## src/hw/rtl/sba_queue.sv

```systemverilog
// Two-entry job queue between the front end and the back end.
module sba_queue #(
    parameter int unsigned WIDTH = 209
) (
    input  logic             clk,
    input  logic             rst_n,
    input  logic             push,
    input  logic [WIDTH-1:0] push_data,
    input  logic             pop,
    output logic [WIDTH-1:0] pop_data,
    output logic             full,
    output logic             empty
);
    logic [WIDTH-1:0] entry_reg [2];
    logic             wptr_reg, rptr_reg;
    logic [1:0]       fill_reg;

    assign full     = (fill_reg == 2'd2);
    assign empty    = (fill_reg == 2'd0);
    assign pop_data = entry_reg[rptr_reg];

    always_ff @(posedge clk)
    begin
        if (push)
        begin
            entry_reg[wptr_reg] <= push_data;
        end
    end

    always_ff @(posedge clk or negedge rst_n)
    begin
        if (!rst_n)
        begin
            wptr_reg <= 1'b0;
            rptr_reg <= 1'b0;
            fill_reg <= 2'd0;
        end
        else
        begin
            if (push)
            begin
                wptr_reg <= !wptr_reg;
            end
            if (pop)
            begin
                rptr_reg <= !rptr_reg;
            end
            fill_reg <= fill_reg + {1'b0, push} - {1'b0, pop};
        end
    end

endmodule

```

## config.mk

```make
export PLATFORM = sky130hd
export DESIGN_NAME = sba_queue
export DESIGN_NICKNAME = d
export VERILOG_FILES = /design/src/hw/rtl/sba_queue.sv
export SDC_FILE = /design/constraint.sdc
export NUM_CORES = 1
export LEC_CHECK = 0
export BUFFER_PORTS_ARGS = -buffer_cell sky130_fd_sc_hd__clkbuf_2
export CAP_MARGIN = 20
export CORE_MARGIN = 2
export CORE_UTILIZATION = 52
export CTS_CLUSTER_SIZE = 16
export DETAILED_ROUTE_END_ITERATION = 8
export PLACE_DENSITY = 0.79
export SYNTH_ARGS = -nofsm -noshare
export SYNTH_HDL_FRONTEND = slang
export SYNTH_SLANG_ARGS = --single-unit
```

## constraint.sdc

```tcl
create_clock -name clk -period 13.25 [get_ports clk]
set_input_delay 1.325 -clock clk [delete_from_list [all_inputs] [get_ports clk]]
set_output_delay 1.325 -clock clk [all_outputs]
set_load 0.005 [all_outputs]
```

# [Word level (Yosys, flattened, before mapping)]
# Memories as Yosys holds them, arrays and structs flattened.
# Cells that the tools add are included.
[totals] ramBits=418 regBits=4 mem_count=1 out_inout_bits=211 in_bits=213
[classes] n_addsub=2 reduce_logical=3 eq_ne=1 n_mux=2
[memory_table] memory="entry_reg" words=2 width=209 read_ports=1 rd_clocked_by_memory_dff=0 write_ports=1 line_no="14" source="logic [WIDTH-1:0] entry_reg [2];"
[op_table] cell="2-bit by 1-bit adder with 2-bit output" n=1
[op_table] cell="2-bit equality test, second input constant" n=1
[op_table] cell="1-bit zero test" n=2
[op_table] cell="2-bit zero test" n=1
[op_table] cell="1-bit two-way mux" n=2
[op_table] cell="2-bit by 1-bit subtractor with 2-bit output" n=1

# [Depth between registers and ports, before layout]
# Gate-level depths: netlist (run 1).
[logic_depth] depth_word=2 depth_mapped=5 mapped_depth_nobuf=5

# [Worst setup path before layout (run 1)]
# No wires, ideal clock.
[synth_path] kind="input-to-reg" start="in push" end="mem entry_reg[0][0], enable pin" t_arrival_ps=10333 setup_ps=807 required_ps=12443 setup_slack_ps=2110 stages=1 path_cell_list="nor2b_1"
[synth_between] elab_chain_len=2
[synth_rtl] item="start, declared" line_no="7" source="input logic push,"
[synth_rtl] item="1-bit two-way mux" line_no="24" source="if (push)"
[synth_rtl] item="1-bit two-way mux (implied by the code)" line_no="26" source="entry_reg[wptr_reg] <= push_data;"
[synth_rtl] item="end, declared" line_no="14"
# Every way passes these cells.

# [Worst setup path in the final report (run 1)]
[layout_path] start="reg rptr_reg" end="out pop_data[36]"
[layout_between] elab_chain_len=1
[layout_rtl] item="start, declared" line_no="15" source="logic wptr_reg, rptr_reg;"
[layout_rtl] item="start signal, assigned" line_no="46" source="rptr_reg <= !rptr_reg;"
[layout_rtl] item="memory 2 x 209 bit"
[layout_rtl] item="end, declared" line_no="10" source="output logic [WIDTH-1:0] pop_data,"
# Every way passes these cells.

==> impl_results.md, run 1 <==
* Pin count of the biggest net entering global routing at 84
* Port bufs at 423
* Synth Instances at between 600 and 700
* Cts hold-fix bufs at 0
* Setup TNS at 0 ns
* I/O pin cnt at around 420
* Slew Limit Fails at 0
* Yosys top cell by area: edfxtp_1
* Least-Margin Pin Slew at around 1.1 ns
* Mean post-synth cell area at about 23 sq um
* Worst-path fanout max at 80
* Commonest non-fill, non-tap cell in the layout: clkbuf_2
* Final ANT Viol Nets at 0
* YS warnings at 0
* Worst r2r src: wptr_reg$_DFFE_PN0P_
* Skew final at 0.01363 ns
* Worst r2r dst: entry_reg[1][162]$_DFFE_PP_
* Kind of critical path: reg -> out
* Syn Nets at between 800 and 900
* Leak at about 7.3 nW
* Crit. End Element: primary output
* Worst-Skew Late Latency at ~0.52 ns
* Reg2Reg Depth at 2
* Post-CTS Setup Bufs at 0
* VDD IR max at 0.1365 mV
* Max incr delay on CP at 1.00 ns
* Largest delay contributor family on the critical path: flip-flops
* Footprint of the multi-input gates at approximately 2500 sq um
* NumNets Final at 1332
* Core Area at between 20000 and 30000 sq um
* Worst reg2reg setup slack at ~11 ns
* HPWL after DPL at roughly 21000 microns
* Area contributors post-synth: edfxtp_1, mux2_2, buf_6
* Die area at just over 30000 sq um
* Via-to-Cell Ratio at between 5 and 6
* Routed wire length at 30950 microns
* Hold Worst Slack at 0.5486 ns
* Critical Path Sink: pop_data[36]
* Post-cts sizing count at 0
* Max reg flops at 418
* Vias in the first global route at between 8000 and 9000
* Worst-path clk slew at 0.06 ns
* Chip Width at about 180 microns
* GR Overflow Total at 0
* Site row count at 62
* Area fraction of the dominant cell type after synthesis at 0.8175
* Max-cap violations at 0
* Deepest clock path buffer count at 3
* CTS root buf: clkbuf_16
* WP buf/inv at 2
* RSZ-0062 raised after global routing: no
* Worst endpoint required time at around 12 ns
* Clock sink count at between 400 and 500
* Slew margin rel. at 0.2827
* Crit. Startpoint: rptr_reg$_DFFE_PN0P_
* Netlist cell types at 12
* Min Tclk post-route at 4.412 ns
* Setup Viol. Count Final at 0
* Gpl congestion at around 0.81
* Synthesized flop and latch total at about 420
* Num CTS Buffers at 42
* 1st-pass router iterations at 4
* Status: completed
* Highest clock rate at ~0.23 GHz
* Number of H-tree levels at 2
* CP max stage cell: dfrtp_4
* Power per cell area at ~210 nW/um^2
* Final hold viol count at 0
* Layout cells sized above 1 at 0.6089
* Layout area overhead at 24.14%
* Initial cell density of the core at 0.5321
* Crit-path cells: buf_4 -> mux2_2 -> clkbuf_2
* Sequential fraction of the synthesis area at 0.8240
* Gr usage total at 0.1924
* Via count at between 7000 and 8000
* Commonest cells after routing, fill and taps aside: clkbuf_2, edfxtp_1, mux2_2, clkbuf_16, clkinv_1
* Die H at roughly 180 microns
* Crit path DAT at slightly above 3 ns
* Fin crit share at 0.3330
* Drc violations at 0
* Filler cells at 1993
* Drt first-iter violations at 474
* Levels on crit path at 3
* CTS tree: done
* Sequential cell area at 12660 sq um
* Startpoint Class: flip-flop
* Hold Crit Class: reg -> reg
* Post-synthesis instance area at roughly 15000 sq um
* DR WL/cell at 20.24 microns
* Initial antenna violation count at 2
* First-pass GRT wire length at 44820 microns
where the power goes:
group          internal (mW)  switching (mW)
combinational          0.505           0.508
clock                  0.647           0.452
sequential              1.77          0.0927
synthesized netlist by cell type:
cell,number
edfxtp_1,418
mux2_2,209
buf_6,22
dfrtp_1,4
ha_1,2
inv_1,2
nor2b_1,2
xor2_1,2
and2_1,1
buf_2,1
nor2_1,1
xor3_1,1
cell families after synthesis:
group,after synthesis,synth area share
xor+xnor,3,0.002689
fa+ha+maj,2,0.001629
mux,209,0.1533
simple gates,4,0.001467
buf+inv,25,0.01695
flops,422,0.8240
metal layers:
layer | up-vias | GRT usage | wire length [microns]
li1 | 3567 | - | -
met1 | 3903 | 0.2196 | 11370
met2 | 318 | 0.3412 | 16190
met3 | 83 | 0.04978 | 2131
met4 | 0 | 0.08678 | 1248
met5 | - | 0 | 0
how the worst min path moves through the flow:
stage | startpoint | end | slack [ns] | cells after the start
after floorplan | wptr_reg$_DFFE_PN0P_ | wptr_reg$_DFFE_PN0P_ | 0.46 | 1
after global placement | wptr_reg$_DFFE_PN0P_ | wptr_reg$_DFFE_PN0P_ | 0.53 | 1
after detailed placement | wptr_reg$_DFFE_PN0P_ | wptr_reg$_DFFE_PN0P_ | 0.54 | 1
after CTS | wptr_reg$_DFFE_PN0P_ | wptr_reg$_DFFE_PN0P_ | 0.55 | 1
after global routing | wptr_reg$_DFFE_PN0P_ | wptr_reg$_DFFE_PN0P_ | 0.57 | 1
final | wptr_reg$_DFFE_PN0P_ | wptr_reg$_DFFE_PN0P_ | 0.55 | 1
per-stage QoR:
stage | setup WS, ns | total power, mW | cells | cell area (sq um) | utilization
after floorplan | 2.110 | 2.577 | 665 | 15350 | -
after CTS | 8.794 | 4.023 | 1526 | 19040 | 0.6597
after detailed placement | 9.367 | 2.917 | 1456 | 17770 | 0.6156
after global routing | 8.685 | 4.150 | 1529 | 19060 | 0.6606
final | 8.838 | 3.978 | 1529 | 19060 | 0.6606
after global placement | 9.356 | 2.892 | 1456 | 17770 | 0.6156
final cells by class:
| class | instances | share of cell area |
|---|---|---|
| diodes | 2 | 0.0002626 |
| clock buffers | 50 | 0.05783 |
| clock inverters | 20 | 0.008861 |
| inverters | 2 | 0.0003938 |
| multi-input cells | 218 | 0.1287 |
| flip-flops and latches | 422 | 0.6639 |
| well taps | 384 | 0.02521 |
| repair buffers | 431 | 0.1149 |
No activity file was read; power rests on OpenSTA's default activity.
==> run 2, diff against run 1 <==
ABC_AREA = 1   (was not set)
clock period = 4.6 ns   (was 13.25 ns; I/O delays follow)
==> run 2 against run 1 <==
Clock skew down 0.0057 ns. Flip-flop and latch count unchanged. Die area is 2.3% higher. Total power grew to 3.0 times the previous value. Sequential share of layout area down 1.9 points. Register-to-register slack got worse by 7.8 ns. Worst hold slack got worse by 0.43 ns. Utilization is 0.062 points lower. Area after synthesis grew 2.3%. Clock-buffer cell count increased by 7. Clock power grew to 3.1 times the previous value. Routed wire length increased by 4.0%. Critical path type unchanged. Critical endpoint is now pop_data[51]. Largest power group unchanged.
==> impl_results.md, run 2 <==
* Status: completed
* Site row count at 63
* Commonest cells after routing, fill and taps aside: clkbuf_2, edfxtp_1, inv_1, nand2_1, o21ai_0
* Slew Limit Fails at 0
* Area fraction of the dominant cell type after synthesis at 0.7988
* NumNets Final at 1764
* CTS tree: done
* Post-route worst setup slack at 1.914 ns
* Leak at approximately 8.4 nW
* Post-synthesis instance area at between 15000 and 20000 sq um
* Final ANT Viol Nets at 0
* Top cells by count, synth: edfxtp_1, inv_1, nand2_1, o21ai_0, o21ai_1
* M3 GR Usage at 0.05763
* Worst-Skew Late Latency at 0.52 ns
* Num CTS Buffers at 42
* Least-Margin Pin Slew at 0.6955 ns
* 1st-pass router iterations at 4
* Kind of critical path: reg -> out
* CTS root buf: clkbuf_16
* Hold Worst Slack at around 0.12 ns
* Gr usage total at 0.1955
* Pin count of the biggest net entering global routing at 115
* Max reg flops at between 400 and 500
* Number of H-tree levels at 2
* Gpl congestion at a little under 0.8
* Fin crit share at 0.5839
* Crit. End Element: primary output
* Area contributors post-synth: edfxtp_1, inv_1, nand2_1
* HPWL after DPL at 21660 microns
* Skew final at ~0.0080 ns
* Placed cells at roughly 1900
* I/O pin cnt at roughly 420
* RSZ-0062 raised after global routing: no
* Via-to-Cell Ratio at around 4.9
* GR Overflow Total at 0
* Filler cells at 2116
* Synthesized flop and latch total at 422
* Crit path DAT at between 2 and 2.5 ns
* Core Area at approximately 30000 sq um
* Met1 GRT Util at 0.2143
* EDFF count, synth at 418
* Initial cell density of the core at 0.5288
* VDD IR max at 0.5021 mV
* Layout cells sized above 1 at 0.3118
* Worst-path fanout max at roughly 110
* Drt first-iter violations at 635
* Syn Nets at 1332
* Worst-path clk slew at 0.06 ns
* Max-cap violations at 0
* Yosys top cell by area: edfxtp_1
* Worst endpoint required time at just over 4 ns
* Layout area overhead at 24.80%
* Most used routing layer: met2
* Fin cells at 1976
* YS warnings at 0
* Startpoint Class: flip-flop
* Netlist cell types at 13
* Synth Instances at about 1100
* Highest clock rate at about 0.37 GHz
* Initial antenna violation count at 6
* Clock sink count at between 400 and 500
* Routed wire length at roughly 32000 microns
* Setup TNS at 0 ns
* Met2 usage at 0.3454
* Hold Crit Class: in -> reg
* Die H at 177.8 microns
* Chip Width at approximately 180 microns
* Slew margin rel. at 0.5363
* Via count at between 9000 and 10000
* Most frequent cell after synthesis: edfxtp_1
* Primary FF master, synth: edfxtp_1
* Mean post-synth cell area at ~14 sq um
* Vias in the first global route at between 9000 and 10000
* Post-CTS Setup Bufs at 0
* Deepest clock path buffer count at 3
* Port bufs at between 400 and 500
* Setup Viol. Count Final at 0
* Post-synth ARST share at 0.009479
* Drc violations at 0
* DR WL/cell at approximately 16 microns
* Min Tclk post-route at 2.686 ns
* First-pass GRT wire length at about 47000 microns
* Final hold viol count at 0
* Worst slack at placement at 2.109 ns
* Sequential fraction of the synthesis area at 0.8052
* Final core area utilization at 0.6599
* Die area at between 30000 and 40000 sq um
* Commonest non-fill, non-tap cell in the layout: clkbuf_2
* Power per cell area at ~610 nW/um^2
-- run 2: path summary, 6_finish.rpt --
path,from,to,slack (ns),cells past startpoint
hold reg to reg,wptr_reg$_DFFE_PN0P_,wptr_reg$_DFFE_PN0P_,0.55,1
setup reg to reg,wptr_reg$_DFFE_PN0P_,entry_reg[1][133]$_DFFE_PP_,2.85,3
setup / recovery,rptr_reg$_DFFE_PN0P_,pop_data[51],1.91,5
hold / removal,push_data[96],entry_reg[1][96]$_DFFE_PP_,0.12,1
min in group asynchronous,rst_n,fill_reg[0]$_DFF_PN0_,0.28,2
max in group asynchronous,rst_n,rptr_reg$_DFFE_PN0P_,4.16,2
-- run 2: worst max-delay path, cell delays in order, from the launching register on --
cell and delay [ns]:
dfrtp_4 0.49, buf_16 0.35, buf_12 0.42, nand2_1 0.13
o21ai_0 0.13, clkbuf_2 0.16
-- run 2: cells by family after synthesis --
logic type	count (synthesis)	share of synthesized area
flip-flops	422	0.8052
buffers and inverters	263	0.07317
AND/OR/NAND/NOR	219	0.05239
AO/OA/AOI/OAI	209	0.06657
XOR/XNOR	2	0.001115
adder cells (fa/ha/maj)	2	0.001592
-- run 2: area by class of cell --
type | count | area [sq um] | share of cell area
Antenna cell | 5 | 12.51 | 0.0006380
Clock buffer | 57 | 1181 | 0.06023
Clock inverter | 19 | 222.7 | 0.01136
Inverter | 216 | 814.5 | 0.04153
Multi-Input combinational cell | 432 | 1919 | 0.09787
Sequential cell | 422 | 12660 | 0.6453
Tap cell | 390 | 488.0 | 0.02488
Timing Repair Buffer | 435 | 2317 | 0.1182
-- run 2: what timing repair did --
action,in CTS,in global routing
endpoints found under the hold margin,4,0
gates resized for setup,0,0
hold buffers,1,0
-- run 2: power breakdown --
part / internal, mW / switching [mW]
logic: 1.18 / 2.04
registers: 5.10 / 0.181
clock network: 2.08 / 1.35
total: 8.36 / 3.57
-- run 2: layer usage --
metal  wire length [microns]  share of wire
met1                   11520           0.36
met2                   16640           0.52
met3                    2666          0.083
met4                    1372          0.043
met5                       0              0
-- run 2: per-stage QoR --
| stage | power (mW) | cell area (sq um) |
|---|---|---|
| after floorplan | 7.196 | 15730 |
| after global placement | 8.483 | 18160 |
| after detailed placement | 8.590 | 18160 |
| after CTS | 12.04 | 19570 |
| after global routing | 12.57 | 19610 |
| final | 11.93 | 19610 |
