===== src/hw/rtl/sba_pkg.sv =====
// Shared types, register indexes and state codes of the sensor batch averager.
package sba_pkg;

    localparam int unsigned NCHAN  = 7;
    localparam int unsigned DATA_W = 16;
    localparam int unsigned TIME_W = 48;
    localparam int unsigned CFG_W  = 16;

    localparam logic [1:0] CFG_INTERVAL = 2'd0;
    localparam logic [1:0] CFG_BATCH    = 2'd1;
    localparam logic [1:0] CFG_AVERAGE  = 2'd2;

    typedef struct packed {
        logic signed [15:0] accel_x;
        logic signed [15:0] accel_y;
        logic signed [15:0] accel_z;
        logic signed [15:0] temp_raw;
        logic signed [15:0] gyro_x;
        logic signed [15:0] gyro_y;
        logic signed [15:0] gyro_z;
        logic               read_ok;
        logic [47:0]        sample_time;
        logic [47:0]        check_time;
    } sample_t;

    typedef struct packed {
        logic signed [15:0] out_accel_x;
        logic signed [15:0] out_accel_y;
        logic signed [15:0] out_accel_z;
        logic signed [15:0] out_temp;
        logic signed [15:0] out_gyro_x;
        logic signed [15:0] out_gyro_y;
        logic signed [15:0] out_gyro_z;
        logic [47:0]        out_time;
        logic [6:0]         batch_count;
        logic               last;
    } result_t;

    typedef enum logic [2:0] {
        BK_IDLE,
        BK_DIV,
        BK_AVG_OUT,
        BK_PASS_RD,
        BK_PASS_OUT
    } back_state_t;

endpackage


===== src/hw/rtl/sba_if.sv =====
// Valid/ready channel interfaces for samples and results.
interface sba_sample_if;
    import sba_pkg::*;
    logic    valid;
    logic    ready;
    sample_t data;
    modport source (output valid, output data, input ready);
    modport sink (input valid, input data, output ready);
endinterface



===== src/hw/rtl/sba_front.sv =====
// Front end: accepts samples, keeps running sums, count and deadline, and issues batch jobs.
module sba_front #(
    parameter int unsigned MAX_BATCH = 64,
    parameter int unsigned CNT_W     = 7,
    parameter int unsigned ADDR_W    = 6,
    parameter int unsigned SUM_W     = 22,
    parameter int unsigned ROW_W     = 160,
    parameter int unsigned JOB_W     = 209
) (
    input  logic                    clk,
    input  logic                    rst_n,
    sba_sample_if.sink              samples,
    input  logic [15:0]             interval_ms,
    input  logic [6:0]              batch_size,
    input  logic                    average_enable,
    output logic                    wr_en,
    output logic [ADDR_W-1:0]       wr_addr,
    output logic [ROW_W-1:0]        wr_row,
    output logic                    job_push,
    output logic [JOB_W-1:0]        job_data,
    input  logic                    job_full,
    input  logic                    pass_done
);
    import sba_pkg::*;

    logic signed [SUM_W-1:0] sums_reg [NCHAN];
    logic signed [SUM_W-1:0] sums_next [NCHAN];
    logic [CNT_W-1:0]        count_reg, count_next;
    logic [47:0]             deadline_reg, deadline_next;
    logic                    armed_reg;
    logic                    wait_reg, wait_next;
    logic signed [15:0]      ch [NCHAN];
    logic [CNT_W-1:0]        size_eff;
    logic [47:0]             dl_cur;
    logic [15+CNT_W:0]       advance;
    logic                    accept, emit;

    assign ch[0] = samples.data.accel_x;
    assign ch[1] = samples.data.accel_y;
    assign ch[2] = samples.data.accel_z;
    assign ch[3] = samples.data.temp_raw;
    assign ch[4] = samples.data.gyro_x;
    assign ch[5] = samples.data.gyro_y;
    assign ch[6] = samples.data.gyro_z;

    assign samples.ready = !job_full && !wait_reg;
    assign accept        = samples.valid && samples.ready;

    always_comb
    begin
        if (batch_size == 7'd0)
        begin
            size_eff = CNT_W'(1);
        end
        else if (batch_size > 7'(MAX_BATCH))
        begin
            size_eff = CNT_W'(MAX_BATCH);
        end
        else
        begin
            size_eff = batch_size[CNT_W-1:0];
        end
    end

    assign dl_cur  = armed_reg ? deadline_reg : samples.data.sample_time;
    assign advance = interval_ms * size_eff;

    always_comb
    begin
        for (int c = 0; c < NCHAN; c++)
        begin
            sums_next[c] = samples.data.read_ok ? sums_reg[c] + SUM_W'(ch[c]) : '0;
        end
        count_next = samples.data.read_ok ? count_reg + CNT_W'(1) : '0;
        emit = (count_next >= size_eff) || (samples.data.check_time > dl_cur);
        deadline_next = emit ? dl_cur + 48'(advance) : dl_cur;
        job_push = accept && emit && (count_next != '0);
        wait_next = wait_reg;
        if (pass_done)
        begin
            wait_next = 1'b0;
        end
        if (job_push && !average_enable)
        begin
            wait_next = 1'b1;
        end
        job_data = '0;
        job_data[47:0] = samples.data.sample_time;
        for (int c = 0; c < NCHAN; c++)
        begin
            job_data[48 + c*SUM_W +: SUM_W] = sums_next[c];
        end
        job_data[48 + NCHAN*SUM_W +: CNT_W] = count_next;
        job_data[JOB_W-1] = average_enable;
    end

    assign wr_en   = accept && samples.data.read_ok;
    assign wr_addr = count_reg[ADDR_W-1:0];
    assign wr_row  = {samples.data.sample_time, ch[6], ch[5], ch[4], ch[3], ch[2], ch[1], ch[0]};

    always_ff @(posedge clk or negedge rst_n)
    begin
        if (!rst_n)
        begin
            for (int c = 0; c < NCHAN; c++)
            begin
                sums_reg[c] <= '0;
            end
            count_reg    <= '0;
            deadline_reg <= '0;
            armed_reg    <= 1'b0;
            wait_reg     <= 1'b0;
        end
        else
        begin
            wait_reg <= wait_next;
            if (accept)
            begin
                armed_reg    <= 1'b1;
                deadline_reg <= deadline_next;
                for (int c = 0; c < NCHAN; c++)
                begin
                    sums_reg[c] <= emit ? '0 : sums_next[c];
                end
                count_reg <= emit ? '0 : count_next;
            end
        end
    end

endmodule


===== src/flat_wrapper.sv =====
// flat-port wrapper written by rule: the top's interface ports become plain ports
module sba_front_flat import sba_pkg::*;
#(
    parameter int unsigned MAX_BATCH = 64,
    parameter int unsigned CNT_W     = 7,
    parameter int unsigned ADDR_W    = 6,
    parameter int unsigned SUM_W     = 22,
    parameter int unsigned ROW_W     = 160,
    parameter int unsigned JOB_W     = 209
)
  (clk, rst_n, interval_ms, batch_size, average_enable, wr_en, wr_addr, wr_row, job_push, job_data, job_full, pass_done, samples_valid, samples_data, samples_ready);
  sba_sample_if samples_i ();
  input  logic clk;
  input  logic rst_n;
  input  logic [15:0] interval_ms;
  input  logic [6:0] batch_size;
  input  logic average_enable;
  output logic wr_en;
  output logic [ADDR_W-1:0] wr_addr;
  output logic [ROW_W-1:0] wr_row;
  output logic job_push;
  output logic [JOB_W-1:0] job_data;
  input  logic job_full;
  input  logic pass_done;
  input wire logic [$bits(samples_i.valid)-1:0] samples_valid;
  input wire logic [$bits(samples_i.data)-1:0] samples_data;
  output wire logic [$bits(samples_i.ready)-1:0] samples_ready;
  assign samples_i.valid = samples_valid;
  assign samples_i.data = samples_data;
  assign samples_ready = samples_i.ready;
  sba_front #(.MAX_BATCH(MAX_BATCH), .CNT_W(CNT_W), .ADDR_W(ADDR_W), .SUM_W(SUM_W), .ROW_W(ROW_W), .JOB_W(JOB_W)) u_core (.clk(clk), .rst_n(rst_n), .samples(samples_i), .interval_ms(interval_ms), .batch_size(batch_size), .average_enable(average_enable), .wr_en(wr_en), .wr_addr(wr_addr), .wr_row(wr_row), .job_push(job_push), .job_data(job_data), .job_full(job_full), .pass_done(pass_done));
endmodule

===== config.mk =====
export PLATFORM = sky130hd
export DESIGN_NAME = sba_front_flat
export DESIGN_NICKNAME = d
export VERILOG_FILES = /design/src/hw/rtl/sba_pkg.sv /design/src/hw/rtl/sba_if.sv /design/src/hw/rtl/sba_front.sv /design/src/flat_wrapper.sv
export SDC_FILE = /design/constraint.sdc
export NUM_CORES = 1
export LEC_CHECK = 0
export BUFFER_PORTS_ARGS = -buffer_cell sky130_fd_sc_hd__buf_2
export CAP_MARGIN = 20
export CELL_PAD_IN_SITES_DETAIL_PLACEMENT = 1
export CELL_PAD_IN_SITES_GLOBAL_PLACEMENT = 1
export CORE_AREA = 2 2 237 239
export DETAILED_ROUTE_END_ITERATION = 12
export DIE_AREA = 0 0 239 241
export GPL_ROUTABILITY_DRIVEN = 0
export GPL_TIMING_DRIVEN = 0
export PLACE_DENSITY = 0.94
export SYNTH_ARGS = -nofsm -noshare
export SYNTH_HDL_FRONTEND = slang
export SYNTH_SLANG_ARGS = --single-unit

===== constraint.sdc =====
create_clock -name clk -period 15.6 [get_ports clk]
set_input_delay 1.56 -clock clk [delete_from_list [all_inputs] [get_ports clk]]
set_output_delay 1.56 -clock clk [all_outputs]
set_load 0.005 [all_outputs]

## Word-level counts from Yosys, hierarchy flattened

Cells that the tools add are included.

| operators by class | value |
|---|---|
| shift operators | 0 |
| magnitude comparators | 3 |
| bitwise operators | 0 |
| muxes and demuxes | 22 |
| reductions and logical operators | 13 |
| add/subtract/negate cells | 9 |
| multipliers | 1 |
| eq/ne operators | 0 |
| divide/modulo/power cells | 0 |

Operators by type and width:

| kind | count |
|---|---|
| $mux 22 | 14 |
| $add 22x22->22 | 7 |
| $mux 48 | 2 |
| $add 48x23->48 | 1 |
| $gt 48x48->1 | 1 |
| $mux 7 | 4 |
| $mul 16x7->23 | 1 |
| $add 7x1->7 const B | 1 |
| $ge 7x7->1 | 1 |
| $gt 7x7->1 const B | 1 |
| $logic_not 7->1 | 1 |
| $reduce_bool 7->1 | 1 |
| $logic_and 1x1->1 | 6 |
| $logic_not 1->1 | 3 |
| $mux 1 | 2 |
| $reduce_bool 2->1 | 1 |
| $logic_or 1x1->1 | 1 |

| storage, ports and cells | value |
|---|---|
| memory bits (writable) | 0 |
| input port bits | 238 |
| bits in latches | 0 |
| memory bits (read-only) | 0 |
| output and inout port bits | 378 |
| word-level logic and storage cells | 59 |
| memories | 0 |
| register bits after elaboration | 211 |

## Longest topological paths before layout

| logic depth | value |
|---|---|
| depth in word-level cells | 9 |
| mapped depth | 25 |

## Least setup slack after synthesis

OpenSTA, ideal clock, no wires.

| timing path | value |
|---|---|
| kind | input -> register |
| start point | input batch_size[6] |
| end point | register u_core.deadline_reg[38] |
| data required time | 15474 ps |
| path slack | 8613 ps |
| setup time | 126 ps |
| stages on the path | 22 |
| path buffers | 3 |
| arrival time | 6861 ps |
| cells stage by stage | clkbuf_1 -> nor2b_1 -> clkbuf_1 -> nand2_1 -> fa_1 -> inv_1 -> fa_1 -> fa_1 -> inv_1 -> fa_1 -> inv_1 -> ha_1 -> and2_1 -> a221oi_1 -> nand3b_1 -> o2111ai_1 -> a21oi_1 -> a221o_1 -> clkbuf_1 -> nand3_1 -> xnor2_1 -> a221o_1 |

| between the ends | value |
|---|---|
| word-level cells in the longest chain between the ends | 6 |
| elaborated cells between the ends (all ways) | 9 |
| classes of those cells | add/sub (1); mul (1); order compare (2); mux (3); reduce/logical (2) |

Ends and longest elaborated chain:

| element | RTL line | source |
|---|---|---|
| start, declared | flat_wrapper.sv:16 | `input logic [6:0] batch_size;` |
| $gt 7x7->1 | sba_front.sv:55 | `else if (batch_size > 7'(MAX_BATCH))` |
| $mux 7 | sba_front.sv:55 |  |
| $mux 7 * | sba_front.sv:51 | `if (batch_size == 7'd0)` |
| $mul 16x7->23 or $ge 7x7->1 (tied branches) | sba_front.sv:66, sba_front.sv:75 |  |
| $add 48x23->48 or $logic_or 1x1->1 (tied branches) | sba_front.sv:76, sba_front.sv:75 |  |
| $mux 48 * | sba_front.sv:76 | `deadline_next = emit ? dl_cur + 48'(advance) : dl_cur;` |
| end signal, assigned | sba_front.sv:120 | `deadline_reg <= deadline_next;` |
| end, declared | sba_front.sv:29 | `logic [47:0] deadline_reg, deadline_next;` |

Mark *: on every way between the ends. The rest lies on a longest branch, timed or not.
A chain may end at the register's enable or synchronous reset.

## Worst setup path after layout

| timing path | value |
|---|---|
| start point | register u_core.armed_reg |
| end point | output job_push |

| between the ends | value |
|---|---|
| word-level cells in the longest chain between the ends | 5 |

Ends and longest elaborated chain:

| element | RTL line | source |
|---|---|---|
| start, declared | sba_front.sv:30 | `logic armed_reg;` |
| start signal, assigned | sba_front.sv:111 | `armed_reg <= 1'b0;` |
| start signal, assigned | sba_front.sv:119 | `armed_reg <= 1'b1;` |
| $mux 48 | sba_front.sv:65 | `assign dl_cur = armed_reg ? deadline_reg : samples.data.sample_time;` |
| $gt 48x48->1 | sba_front.sv:75 | `emit = (count_next >= size_eff) \|\| (samples.data.check_time > dl_cur);` |
| $logic_or 1x1->1 | sba_front.sv:75 |  |
| $logic_and 1x1->1 (2 in a row) | sba_front.sv:77 | `job_push = accept && emit && (count_next != '0);` |
| end, declared | flat_wrapper.sv:21 | `output logic job_push;` |

Every way passes these cells.

==> results_dict.tcl <==
set metrics [dict create \
    busiest_layer "met2" \
    firstDrtPassIters 5 \
    power.switching_w 0.001871 \
    drt_wl_total_mm 105.3 \
    swShare_pct 47.45 \
    first_pass_grt_wire_length_mm 157.4 \
    final_net_count 4097 \
    layout-drive-gt1-share_pct 26.44 \
    drcViolationCount 0 \
    cp_top_family "buffers and inverters" \
    cp_common_cell "sky130_fd_sc_hd__buf_2" \
    std_cell_rows 86 \
    critical-path-max-stage-delay_ns 0.90 \
    fin_crit_period_ns 9.153 \
    largest_register_ffs 154 \
    post_dp_cell_area_sq_um 28050 \
    place.detailed.hpwl_mm 83.14 \
    clkSlewWorstSetupHoldPaths_ns 0.06 \
    tightestPinTransition_ns 1.144 \
    yosys.area.top_type_share_pct 21.99 \
    proportion_of_power_drawn_by_combinational_gates_pct 62.4 \
    total_cts_buffers 28 \
    number_of_global_route_vias_before_repair 26780 \
    grt_util_all_layers_pct 35.62 \
    cell_leakage_power_nw 15.57 \
    ys.flop_type "sky130_fd_sc_hd__dfrtp_1" \
    worst_setup_path_start_kind "flop" \
    clock_power_share_pct 17.9 \
    number_of_antenna_violating_nets_in_the_routed_design 0 \
    timing.critical_path.arrival_ns 7.59 \
    post_synth.cell_area_avg_sq_um 8.388 \
    grt_start_max_net_pins 81 \
    finalInstanceArea_sq_um 29050 \
    cts_tree "done" \
    cp-startpoint "u_core.armed_reg" \
    cp.buffers_inverters 7 \
    clock_sink_count 211 \
    multiInputGateArea_sq_um 15940 \
    dr_total_vias 25250 \
    setup_viol 0 \
    die_boundary_height_um 241 \
    clock-skew-final_ns 0.05396 \
    crit_slowest_cell "sky130_fd_sc_hd__buf_1" \
    worstSkewPairLatency_ns 0.61 \
    grtUsageMet3_pct 6.645 \
    n_fill_cell 6781 \
    max_cap_violations 0 \
    synth_cell_types 66 \
    postSynthRegisterBits 211 \
    vias_per_cell 5.956 \
    intPower_w 0.002072 \
    synth.yosys.warnings 0 \
    design.die.area_sq_um 57600 \
    synth-async-reset-ratio_pct 100.0 \
    synthesis.area_sq_um 24020 \
    groute.layer.met1.usage_pct 40.63 \
    cp_cell_sequence "buf_2 > buf_6 > buf_2 > clkbuf_1 > buf_1 > mux2i_1 > ha_1 > nand4_1 > nor4_1 > nand3_1 > a31oi_1 > nor4_4 > nor2_2 > buf_2 > and3_1 > buf_2" \
    initial_core_util_pct 43.76 \
    ff_latch_area_sq_um 5280 \
    cts.repair_timing.setup_buffer_count 0 \
    grtUsageMet2_pct 62.01 \
    critPathKind "reg -> out" \
    cts.path.max_buffers 3 \
    worst_slack_on_hold_paths_ns 0.4813 \
    critPathMaxFanout 10 \
    min_period_over_period_pct 58.67 \
    htree_levels 1 \
    cts-root-buf "sky130_fd_sc_hd__clkbuf_16" \
    post_cts.resized_instances 0 \
    final_max_slew_viol_count 0 \
    synth_top_area_cell "sky130_fd_sc_hd__dfrtp_1" \
    power_frac_seq_pct 19.7 \
    finalSetupTns_ns 0 \
    synth.net_count 3449 \
    cts_hold_repair.buffers 0 \
    max-slew-margin-rel_pct 23.72 \
    floorplan.io_pins 616 \
    max-vdd-ir-drop_mv 0.1062 \
    f_max_mhz 109.3 \
    end_kind "primary output" \
    buffer_ports.inserted 615 \
    synth.area.top_cells "sky130_fd_sc_hd__dfrtp_1 22%, sky130_fd_sc_hd__ha_1 13%, sky130_fd_sc_hd__fa_1 8.1%" \
    hold_path_origin "u_core.sums_reg[24]" \
    final_hold_viol_count 0 \
    critical_register_to_register_path_startpoint "u_core.armed_reg" \
    die_width_um 239 \
    antenna_found_initial 3 \
    synth_edf_count 0 \
    pwr_density_cell_nw_per_um2 135.7 \
    timing.hold.worst.class "reg -> reg" \
    detail_route.wl_per_cell_um 24.83 \
    outcome "finished clean" \
    syn2layout_area_growth_pct 20.95 \
    required_ns 14.04 \
    unrepaired_setup_endpoints_after_global_routing "no" \
    dr.first_iter.drc_count 1733 \
    synthesis.instances 2863 \
    design.core.area_sq_um 54880 \
    sequential_area_share_after_synthesis_pct 21.99 \
    global_route.overflow_total 0 \
]
## worst paths after layout
kind | end | slack [ns] | depth (start not counted)
max | job_push | 6.45 | 16
min | u_core.sums_reg[24] | 0.48 | 2
max reg2reg | u_core.deadline_reg[38] | 7.57 | 22
min reg2reg | u_core.sums_reg[24] | 0.48 | 2
max in group asynchronous | u_core.deadline_reg[26] | 13.76 | 2
min in group asynchronous | u_core.sums_reg[37] | 0.89 | 1
## area by class of cell
type,count,share of cell area (%)
diodes,3,0.02585
multi-input cells,2133,54.87
plain buffers,323,7.099
clock inverters,11,0.5341
clock buffers,41,2.856
flip-flops and latches,211,18.18
well taps,704,3.033
repair buffers,618,10.87
inverters,196,2.533
## cell usage after synthesis (21+ instances only)
cell type / instances
sky130_fd_sc_hd__nand3_1: 56
sky130_fd_sc_hd__nor2b_1: 33
sky130_fd_sc_hd__o21a_1: 40
sky130_fd_sc_hd__clkbuf_1: 82
sky130_fd_sc_hd__dfrtp_1: 211
sky130_fd_sc_hd__o21ai_0: 144
sky130_fd_sc_hd__a22o_1: 78
sky130_fd_sc_hd__xnor2_1: 121
sky130_fd_sc_hd__ha_1: 251
sky130_fd_sc_hd__fa_1: 97
sky130_fd_sc_hd__mux2i_1: 50
sky130_fd_sc_hd__xor2_1: 36
sky130_fd_sc_hd__nand4_1: 39
sky130_fd_sc_hd__nor2_1: 194
sky130_fd_sc_hd__and2_1: 129
sky130_fd_sc_hd__o31ai_1: 26
sky130_fd_sc_hd__inv_1: 195
sky130_fd_sc_hd__and3_1: 27
sky130_fd_sc_hd__a21oi_1: 151
sky130_fd_sc_hd__buf_4: 215
sky130_fd_sc_hd__a31oi_1: 45
sky130_fd_sc_hd__a21o_1: 79
sky130_fd_sc_hd__nor3_1: 31
sky130_fd_sc_hd__nand2_1: 292
sky130_fd_sc_hd__o211ai_1: 21
## through the flow
step | util (%) | std cells | worst slack [ns] | total power [W]
finish | 52.93 | 4240 | 6.447 | 0.003943
global route | 52.93 | 4239 | 6.137 | 0.004206
CTS | 52.92 | 4237 | 6.400 | 0.003903
detailed placement | 51.12 | 4185 | 6.753 | 0.003164
global placement | 50.98 | 4182 | 6.971 | 0.002991
floorplan | - | 2863 | 8.613 | 0.002352
## cell usage in the layout (no fill, tap or decap), types with 129 or more instances in the layout
| cell type | synthesis | final |
|---|---|---|
| sky130_fd_sc_hd__and2_1 | 129 | 129 |
| sky130_fd_sc_hd__a21oi_1 | 151 | 151 |
| sky130_fd_sc_hd__buf_4 | 215 | 215 |
| sky130_fd_sc_hd__nor2_1 | 194 | 194 |
| sky130_fd_sc_hd__inv_1 | 195 | 195 |
| sky130_fd_sc_hd__dfrtp_1 | 211 | 211 |
| sky130_fd_sc_hd__ha_1 | 251 | 251 |
| sky130_fd_sc_hd__buf_2 | 16 | 630 |
| sky130_fd_sc_hd__o21ai_0 | 144 | 144 |
| sky130_fd_sc_hd__nand2_1 | 292 | 292 |
## worst min-delay path: stages, from the launching register on
cell and delay, ns:
sky130_fd_sc_hd__dfrtp_1 0.34, sky130_fd_sc_hd__nand2_1 0.05, sky130_fd_sc_hd__o41ai_1 0.05
## cells by family (layout without fill, tap and decap cells)
family                     Yosys count  in the layout  share of synthesized area [%]
adders and majority gates          348            348                          21.16
and+or+nand+nor                    868            868                          17.42
AOI/OAI and AO/OA                  703            703                          19.65
xor gates and xnor gates           157            157                          5.726
muxes                               57             57                          2.412
DFF                                211            211                          21.99
buffers and inverters              519           1189                          11.65
other                                0              3                              0
## power by group through the flow
stage,sequential [W],clock [W],combinational (W)
2_1_floorplan,0.000750,0,0.00160
3_3_place_gp,0.000769,0,0.00222
3_5_place_dp,0.000778,0,0.00239
4_1_cts,0.000772,0.000712,0.00242
5_1_grt,0.000789,0.000729,0.00269
6_report,0.000777,0.000705,0.00246
## metal layers
metal | part of all wire [%] | vias to the layer above
li1 | - | 11100
met3 | 7.6 | 409
met1 | 37 | 12510
met2 | 48 | 1236
met5 | 0 | -
met4 | 6.8 | 0
No activity file was read; power rests on OpenSTA's default activity.
